===== config.mk =====
export PLATFORM = sky130hd
export DESIGN_NAME = bitwise_repeating_key_xor_flat
export DESIGN_NICKNAME = d
export VERILOG_FILES = /design/src/sv/bwx_pkg.sv /design/src/sv/bwx_if.sv /design/src/sv/bwx_key_regs.sv /design/src/sv/bwx_draw.sv /design/src/sv/bitwise_repeating_key_xor.sv /design/src/flat_wrapper.sv
export SDC_FILE = /design/constraint.sdc
export NUM_CORES = 1
export LEC_CHECK = 0
export CELL_PAD_IN_SITES_DETAIL_PLACEMENT = 1
export CELL_PAD_IN_SITES_GLOBAL_PLACEMENT = 2
export CORE_UTILIZATION = 36
export CTS_CLUSTER_SIZE = 25
export DETAILED_ROUTE_END_ITERATION = 10
export DONT_BUFFER_PORTS = 1
export PLACE_DENSITY = 0.77
export SYNTH_ARGS = -nofsm -noshare
export SYNTH_HDL_FRONTEND = slang
export SYNTH_SLANG_ARGS = --single-unit

===== constraint.sdc =====
create_clock -name clk -period 4.8 [get_ports clk]
set_input_delay 0.24 -clock clk [delete_from_list [all_inputs] [get_ports clk]]
set_output_delay 0.24 -clock clk [all_outputs]
set_load 0.1 [all_outputs]

===== src/sv/bwx_pkg.sv =====
// shared constants and types for the bitwise repeating key xor block
`default_nettype none
package bwx_pkg;

  localparam int DATA_W     = 8;
  localparam int COUNT_W    = 4;
  localparam int CFG_IDX_W  = 3;
  localparam int CFG_DATA_W = 64;
  localparam int KEY_LEN_W  = 6;
  localparam int BIT_W      = 3;
  localparam int WORD_BYTES = 8;

  // register indexes of the configuration port
  localparam logic [CFG_IDX_W-1:0] REG_KEY_LENGTH = 3'd0;
  localparam logic [CFG_IDX_W-1:0] REG_KEY_WORD0  = 3'd1;
  localparam logic [CFG_IDX_W-1:0] REG_KEY_WORD3  = 3'd4;

  localparam logic [KEY_LEN_W-1:0] KEY_LEN_RESET = 6'd1;
  localparam logic [COUNT_W-1:0]   COUNT_MAX     = 4'd8;
  localparam logic [BIT_W-1:0]     BIT_FIRST     = 3'd7;

  typedef struct packed {
    logic [DATA_W-1:0] key_bits;   // drawn bits, packed into the low positions
    logic              to_next;    // cursor moves to the next key byte
    logic [BIT_W-1:0]  next_bit;   // cursor bit after the draw
  } draw_res_t;

endpackage
`default_nettype wire


===== src/sv/bwx_if.sv =====
// valid/ready channel interfaces for input and result transactions
`default_nettype none
interface bwx_in_if
  import bwx_pkg::*;
  ();
  logic               valid;
  logic               ready;
  logic [DATA_W-1:0]  data_byte;
  logic [COUNT_W-1:0] bit_count;

  modport source (output valid, output data_byte, output bit_count, input ready);
  modport sink   (input valid, input data_byte, input bit_count, output ready);
endinterface

interface bwx_out_if
  import bwx_pkg::*;
  ();
  logic              valid;
  logic              ready;
  logic [DATA_W-1:0] result_byte;

  modport source (output valid, output result_byte, input ready);
  modport sink   (input valid, input result_byte, output ready);
endinterface
`default_nettype wire


===== src/sv/bwx_key_regs.sv =====
// key configuration registers and effective key length
`default_nettype none
module bwx_key_regs
  import bwx_pkg::*;
#(
  parameter int KEY_BYTES = 32
) (
  input  wire logic                    clk,
  input  wire logic                    rst_n,
  input  wire logic                    cfg_we,
  input  wire logic [CFG_IDX_W-1:0]    cfg_index,
  input  wire logic [CFG_DATA_W-1:0]   cfg_data,
  output logic      [KEY_BYTES*8-1:0]  key_bytes,
  output logic      [KEY_LEN_W-1:0]    eff_len,
  output logic                         cfg_hit
);

  logic [KEY_LEN_W-1:0]   key_len_r, key_len_nxt;
  logic [KEY_BYTES*8-1:0] key_r, key_nxt;

  always_comb begin
    key_len_nxt = key_len_r;
    key_nxt     = key_r;
    if (cfg_we) begin
      if (cfg_index == REG_KEY_LENGTH) begin
        key_len_nxt = cfg_data[KEY_LEN_W-1:0];
      end
      // only key bytes below KEY_BYTES are kept
      for (int b = 0; b < KEY_BYTES; b++) begin
        if (cfg_index == CFG_IDX_W'(int'(REG_KEY_WORD0) + b / WORD_BYTES)) begin
          key_nxt[b*8 +: 8] = cfg_data[(b % WORD_BYTES)*8 +: 8];
        end
      end
    end
  end

  always_ff @(posedge clk) begin
    if (!rst_n) begin
      key_len_r <= KEY_LEN_RESET;
      key_r     <= '0;
    end else begin
      key_len_r <= key_len_nxt;
      key_r     <= key_nxt;
    end
  end

  // zero length acts as one, anything above the storage clamps to it
  always_comb begin
    if (key_len_r == '0) begin
      eff_len = KEY_LEN_W'(1);
    end else if (key_len_r > KEY_LEN_W'(KEY_BYTES)) begin
      eff_len = KEY_LEN_W'(KEY_BYTES);
    end else begin
      eff_len = key_len_r;
    end
  end

  assign key_bytes = key_r;
  assign cfg_hit   = cfg_we && (cfg_index <= REG_KEY_WORD3);

endmodule
`default_nettype wire


===== src/sv/bwx_draw.sv =====
// extracts the key bits for one byte from a two-byte key window
`default_nettype none
module bwx_draw
  import bwx_pkg::*;
(
  input  wire logic [7:0]         cur_key,
  input  wire logic [7:0]         nxt_key,
  input  wire logic [BIT_W-1:0]   cur_bit,
  input  wire logic [COUNT_W-1:0] bit_count,
  output draw_res_t               res
);

  logic [COUNT_W-1:0] cnt;
  logic [15:0]        win;
  logic [4:0]         shamt;
  logic [DATA_W-1:0]  mask;
  logic [3:0]         offset;
  logic [15:0]        shifted;

  always_comb begin
    cnt     = (bit_count > COUNT_MAX) ? COUNT_MAX : bit_count;
    win     = {cur_key, nxt_key};
    // first drawn bit sits at window position 8 + cur_bit
    shamt   = 5'd9 + 5'(cur_bit) - 5'(cnt);
    shifted = win >> shamt;
    mask    = DATA_W'((9'd1 << cnt) - 9'd1);
    offset  = (4'd7 - 4'(cur_bit)) + cnt;

    res.key_bits = shifted[DATA_W-1:0] & mask;
    res.to_next  = offset[3];
    res.next_bit = ~offset[2:0];
  end

endmodule
`default_nettype wire


===== src/sv/bitwise_repeating_key_xor.sv =====
// top level of the bitwise repeating key xor cipher
//
//  channel  | dir | handshake          | payload
//  ---------+-----+--------------------+-----------------------------
//  in_ch    | in  | valid/ready        | data_byte[7:0], bit_count[3:0]
//  out_ch   | out | valid/ready        | result_byte[7:0]
//  cfg_*    | in  | write enable only  | cfg_index[2:0], cfg_data[63:0]
//
// one byte per cycle sustained while out_ch takes results; a result passes through
// the input register and then the result register after its input transaction.
// the bit cursor advances when an item leaves the input register.
// synchronous active-low reset clears valids and key bytes, sets key length 1, cursor to byte 0 bit 7.
// a stalled result holds in the output register while one more item waits.
`default_nettype none
module bitwise_repeating_key_xor
  import bwx_pkg::*;
#(
  parameter int KEY_BYTES = 32
) (
  input  wire logic                  clk,
  input  wire logic                  rst_n,
  bwx_in_if.sink                     in_ch,
  bwx_out_if.source                  out_ch,
  input  wire logic                  cfg_we,
  input  wire logic [CFG_IDX_W-1:0]  cfg_index,
  input  wire logic [CFG_DATA_W-1:0] cfg_data
);

  localparam int CUR_W = (KEY_BYTES > 1) ? $clog2(KEY_BYTES) : 1;

  logic [KEY_BYTES*8-1:0] key_bytes;
  logic [KEY_LEN_W-1:0]   eff_len;
  logic                   cfg_hit;

  logic                   s1_v_r;
  logic [DATA_W-1:0]      s1_data_r;
  logic [COUNT_W-1:0]     s1_cnt_r;
  logic                   out_v_r;
  logic [DATA_W-1:0]      out_data_r;
  logic [CUR_W-1:0]       cur_byte_r, cur_byte_nxt;
  logic [BIT_W-1:0]       cur_bit_r, cur_bit_nxt;

  logic                   s2_load;
  logic                   in_take;
  logic [KEY_LEN_W-1:0]   byte_inc;
  logic [CUR_W-1:0]       next_byte;
  logic [7:0]             cur_key, nxt_key;
  draw_res_t              draw;

  bwx_key_regs #(
    .KEY_BYTES (KEY_BYTES)
  ) u_key_regs (
    .clk       (clk),
    .rst_n     (rst_n),
    .cfg_we    (cfg_we),
    .cfg_index (cfg_index),
    .cfg_data  (cfg_data),
    .key_bytes (key_bytes),
    .eff_len   (eff_len),
    .cfg_hit   (cfg_hit)
  );

  // key byte after the cursor, wrapping at the key length
  assign byte_inc  = KEY_LEN_W'(cur_byte_r) + KEY_LEN_W'(1);
  assign next_byte = (byte_inc >= eff_len) ? '0 : byte_inc[CUR_W-1:0];
  assign cur_key   = key_bytes[{cur_byte_r, 3'b000} +: 8];
  assign nxt_key   = key_bytes[{next_byte, 3'b000} +: 8];

  bwx_draw u_draw (
    .cur_key   (cur_key),
    .nxt_key   (nxt_key),
    .cur_bit   (cur_bit_r),
    .bit_count (s1_cnt_r),
    .res       (draw)
  );

  assign s2_load     = s1_v_r && (!out_v_r || out_ch.ready);
  assign in_ch.ready = !s1_v_r || s2_load;
  assign in_take     = in_ch.valid && in_ch.ready;

  always_comb begin
    cur_byte_nxt = cur_byte_r;
    cur_bit_nxt  = cur_bit_r;
    if (cfg_hit) begin
      cur_byte_nxt = '0;
      cur_bit_nxt  = BIT_FIRST;
    end else if (s2_load) begin
      cur_bit_nxt = draw.next_bit;
      if (draw.to_next) begin
        cur_byte_nxt = next_byte;
      end
    end
  end

  always_ff @(posedge clk) begin
    if (!rst_n) begin
      s1_v_r     <= 1'b0;
      out_v_r    <= 1'b0;
      cur_byte_r <= '0;
      cur_bit_r  <= BIT_FIRST;
    end else begin
      cur_byte_r <= cur_byte_nxt;
      cur_bit_r  <= cur_bit_nxt;
      if (in_take) begin
        s1_v_r <= 1'b1;
      end else if (s2_load) begin
        s1_v_r <= 1'b0;
      end
      if (s2_load) begin
        out_v_r <= 1'b1;
      end else if (out_ch.ready) begin
        out_v_r <= 1'b0;
      end
    end
  end

  always_ff @(posedge clk) begin
    if (in_take) begin
      s1_data_r <= in_ch.data_byte;
      s1_cnt_r  <= in_ch.bit_count;
    end
    if (s2_load) begin
      out_data_r <= s1_data_r ^ draw.key_bits;
    end
  end

  assign out_ch.valid       = out_v_r;
  assign out_ch.result_byte = out_data_r;

endmodule
`default_nettype wire


===== src/flat_wrapper.sv =====
// flat-port wrapper written by rule: the top's interface ports become plain ports
module bitwise_repeating_key_xor_flat import bwx_pkg::*;
#(
  parameter int KEY_BYTES = 32
)
  (clk, rst_n, cfg_we, cfg_index, cfg_data, in_ch_valid, in_ch_data_byte, in_ch_bit_count, in_ch_ready, out_ch_valid, out_ch_result_byte, out_ch_ready);
  bwx_in_if in_ch_i ();
  bwx_out_if out_ch_i ();
  input  wire logic clk;
  input  wire logic rst_n;
  input  wire logic cfg_we;
  input  wire logic [CFG_IDX_W-1:0] cfg_index;
  input  wire logic [CFG_DATA_W-1:0] cfg_data;
  input wire logic [$bits(in_ch_i.valid)-1:0] in_ch_valid;
  input wire logic [$bits(in_ch_i.data_byte)-1:0] in_ch_data_byte;
  input wire logic [$bits(in_ch_i.bit_count)-1:0] in_ch_bit_count;
  output wire logic [$bits(in_ch_i.ready)-1:0] in_ch_ready;
  output wire logic [$bits(out_ch_i.valid)-1:0] out_ch_valid;
  output wire logic [$bits(out_ch_i.result_byte)-1:0] out_ch_result_byte;
  input wire logic [$bits(out_ch_i.ready)-1:0] out_ch_ready;
  assign in_ch_i.valid = in_ch_valid;
  assign in_ch_i.data_byte = in_ch_data_byte;
  assign in_ch_i.bit_count = in_ch_bit_count;
  assign in_ch_ready = in_ch_i.ready;
  assign out_ch_valid = out_ch_i.valid;
  assign out_ch_result_byte = out_ch_i.result_byte;
  assign out_ch_i.ready = out_ch_ready;
  bitwise_repeating_key_xor #(.KEY_BYTES(KEY_BYTES)) u_core (.clk(clk), .rst_n(rst_n), .in_ch(in_ch_i), .out_ch(out_ch_i), .cfg_we(cfg_we), .cfg_index(cfg_index), .cfg_data(cfg_data));
endmodule

==> summary.txt <==
Outcome
  • Status: complete, but fails checks
  • Failing checks: DRC

Detailed routing
  • Residual DRC: 10
  • Drt wl/cell: 28.3 um
  • WL final: about 76000 um
  • First DRT Iteration DRCs: between 1000 and 1500
  • Via count: 16300
  • TritonRoute pass-1 iters: 10
  • Antenna-violating nets left: 0
  • Vias per inst: approximately 6.0

Logic synthesis
  • Post-Syn Area: roughly 17000 um^2
  • Post-Syn Nets: 2117
  • Syn Area/Cell: 8.50 um^2
  • Top FF cell, synth: dfxtp_1
  • Synth area leader: dfxtp_1
  • Top-area cell type share of the netlist area: around a third
  • Yosys cell types: 96
  • Seq/Total Area, Yosys: between 30% and 40%
  • #FFs+latches synth: ~300
  • Ys async rst share: 0%
  • Area contributors post-synth: dfxtp_1 32%, nand2_1 13%, a21boi_0 11%
  • Cells after Synth: just over 2000
  • Ys Warns: 0
  • Post-synth EDFFs: 20

STA
  • Slew headroom: approximately a third
  • Clock Skew: around 0.018 ns
  • Tightest Pin Transition: ~1 ns
  • Tmin final: 4.68 ns
  • Fin. Hold Viols: 0
  • Fmax: about 210 MHz
  • Final slew viol count: 0
  • Post-Route Setup TNS: 0 ns
  • Final WS setup: 0.119 ns
  • Setup violations, final: 0
  • Fin crit share: 97.5%

Placement
  • Dpl hpwl: about 54000 um
  • Post-DP Area: 17800 um^2
  • Pre-CTS setup slack: -0.0431 ns
  • Gpl congestion: 1.01
  • IO Port Bufs: 0
  • Cells after DPL: between 2000 and 3000

Die
  • Cell Rows: about 80
  • Num ports: 94
  • Core Area: 46800 um^2
  • Die Height: around 220 um
  • Starting Density: 36.6%
  • Die Width: ~220 um
  • Die Area: approximately 48000 um^2

Pwr
  • Cell Pwr Density: 303 nW/um^2
  • Seq pwr share: 43.3%
  • Worst vdd ir: approximately 200 uV
  • Comb pwr share: about 13%
  • NetSw: between 1.5 and 2 mW
  • Total internal power: 4.39 mW
  • Clock network fraction of total power: about 44%
  • Switching part of the total power: 27.5%
  • Pleak: approximately 6.4 nW

Setup path
  • Reg2Reg Capture Point: u_core.out_ch.result_byte[5]
  • Crit path launch type: flop
  • Slowest stage cell, crit path: mux4_2
  • Reg2reg path depth: 17
  • Max Fanout on Critical Path: 24
  • R2R Path Start: u_core.cur_byte_r[0]
  • Top cell by count, worst path: ha_1
  • CP endpoint kind: flop
  • Worst setup startpoint: u_core.cur_byte_r[0]
  • Chain of cells forming the critical path: ha_1 -> nand3_1 -> xnor2_1 -> inv_1 -> ha_1 -> a21o_1 -> a211oi_4 -> a21boi_4 -> buf_12 -> mux2i_1 -> o221ai_1 -> o22ai_2 -> buf_4 -> nor2_1 -> mux4_2 -> a211oi_1 -> nor3_2
  • Max stage delay on crit path: about 0.50 ns
  • CP Data Required Time: between 5 and 6 ns
  • Crit path capture: u_core.out_ch.result_byte[5]
  • Crit path kind: flop to flop
  • Crit path DAT: a little under 5 ns
  • Worst reg-to-reg setup slack: between 0.1 and 0.15 ns

Clock network
  • CTS tree: yes
  • CTS Root Cell: clkbuf_16
  • Clk_lat worst skew: approximately 0.55 ns
  • Clk buf depth: 3
  • Clock sinks: ~290
  • H-tree levels: 2
  • Clk slew on worst S/H paths: 0.06 ns
  • TritonCTS buffer count: 36

Finish
  • Area Overhead vs Synth: 16.6%
  • Non-Filler Instances: 2700
  • Commonest non-fill, non-tap cell in the layout: nand2_1
  • Most frequent cells in the layout: 590 x nand2_1, 270 x dfxtp_1, 261 x a21boi_0
  • Ratio of cells with drive above 1 in the final layout: between 10 and 15%
  • Fin nets: ~2200
  • Cell area after layout: approximately 20000 um^2
  • Final Core Density: approximately 43%
  • Fillers: about 5400

Run
  • Max-Cap Viols: 0

Global routing
  • Global route total overflow: 0
  • GRT Overall Usage: between 30% and 40%
  • Largest net degree at the start of global routing: between 200 and 300
  • Vias in the first global route: roughly 16000
  • Initial antenna violation count: 7
  • First-pass GRT wire length: 111000 um

Worst hold path
  • Hold crit path type: input port to flop
stage by stage:
step                      power, mW  hold WS, ns
final                          6.06       0.0822
after global routing           6.26       0.0718
after CTS                      6.09       0.0514
after detailed placement       3.29        0.339
after global placement         3.27        0.339
after floorplan                3.08        0.339
kinds of logic after synthesis:
group | Yosys count | synth area share (%)
AO/OA/AOI/OAI | 568 | 24.8
XOR/XNOR | 13 | 0.752
adder cells (fa/ha/maj) | 19 | 1.48
buffers and inverters | 186 | 5.09
flip-flops | 292 | 35.3
multiplexers | 163 | 13.7
AND/OR/NAND/NOR | 773 | 18.9
critical path: cells and delay by family (launching register included):
kind	cells	cell delay, ns
AOI/OAI and AO/OA	6	1.66
muxes	2	0.90
buffers and inverters	3	0.50
adders and majority gates	2	0.43
DFF	1	0.39
and+or+nand+nor	3	0.26
xor gates and xnor gates	1	0.25
layer usage:
layer	GRT usage, %	wire length [um]
met1	39.0	31900
met2	55.4	37900
met3	4.16	3270
met4	12.2	3170
met5	0	50
cell usage after synthesis, types with 19 or more instances:
cell / instances
a211oi_1: 19
a21boi_0: 261
a21oi_1: 46
a221oi_1: 36
buf_2: 20
clkbuf_1: 108
dfxtp_1: 272
edfxtp_1: 20
inv_1: 19
mux2i_1: 92
mux4_2: 55
nand2_1: 590
nand3_1: 28
nor2_1: 58
o21ai_0: 43
sequential cells by signal, indices dropped and copies added, names as in the netlist:
register	flops
u_core.s1_data_r	8
u_core.out_ch.result_byte	8
u_core.s1_v_r	1
u_core.cur_bit_r	3
u_core.s1_cnt_r	4
u_core.u_key_regs.key_bytes	256
u_core.out_ch.valid	1
u_core.cur_byte_r	5
u_core.u_key_regs.key_len_r	6
how the worst min path moves through the flow:
| stage | start | endpoint | slack [ns] | depth (start not counted) |
|---|---|---|---|---|
| global placement | in_ch_bit_count[0] | u_core.s1_cnt_r[0] | 0.34 | 0 |
| floorplan | in_ch_bit_count[0] | u_core.s1_cnt_r[0] | 0.34 | 0 |
| CTS | rst_n | u_core.cur_byte_r[2] | 0.05 | 2 |
| detailed placement | in_ch_data_byte[4] | u_core.s1_data_r[4] | 0.34 | 0 |
| finish | cfg_index[0] | u_core.u_key_regs.key_len_r[3] | 0.08 | 3 |
| global route | rst_n | u_core.cur_byte_r[2] | 0.07 | 2 |
power by group through the flow:
stage               registers (mW)  clock network (mW)  logic, mW
floorplan                     2.64                   0      0.444
global placement              2.67                   0      0.603
detailed placement            2.67                   0      0.616
CTS                           2.62                2.73      0.746
global route                  2.63                2.82      0.810
finish                        2.62                2.68      0.756
area by class of cell:
cell class	instances	area, um^2	area share (%)
inverters	25	93.8	0.470
clock buffers	50	1030	5.14
multi-input cells	1536	10300	51.6
clock inverters	9	95.1	0.476
diodes	2	5.00	0.0251
well taps	607	759	3.80
flip-flops and latches	292	6050	30.3
repair buffers	179	1640	8.23
repair_timing:
| item | CTS | global route |
|---|---|---|
| setup buffers | 0 | 7 |
| hold buffers | 83 | 0 |
| gates resized for setup | 1 | 8 |
| endpoints found under the setup margin | 1 | 5 |
| pin swaps | 0 | 2 |
| endpoints found under the hold margin | 277 | 0 |
Note: power is estimated with default switching activity, not from simulation.
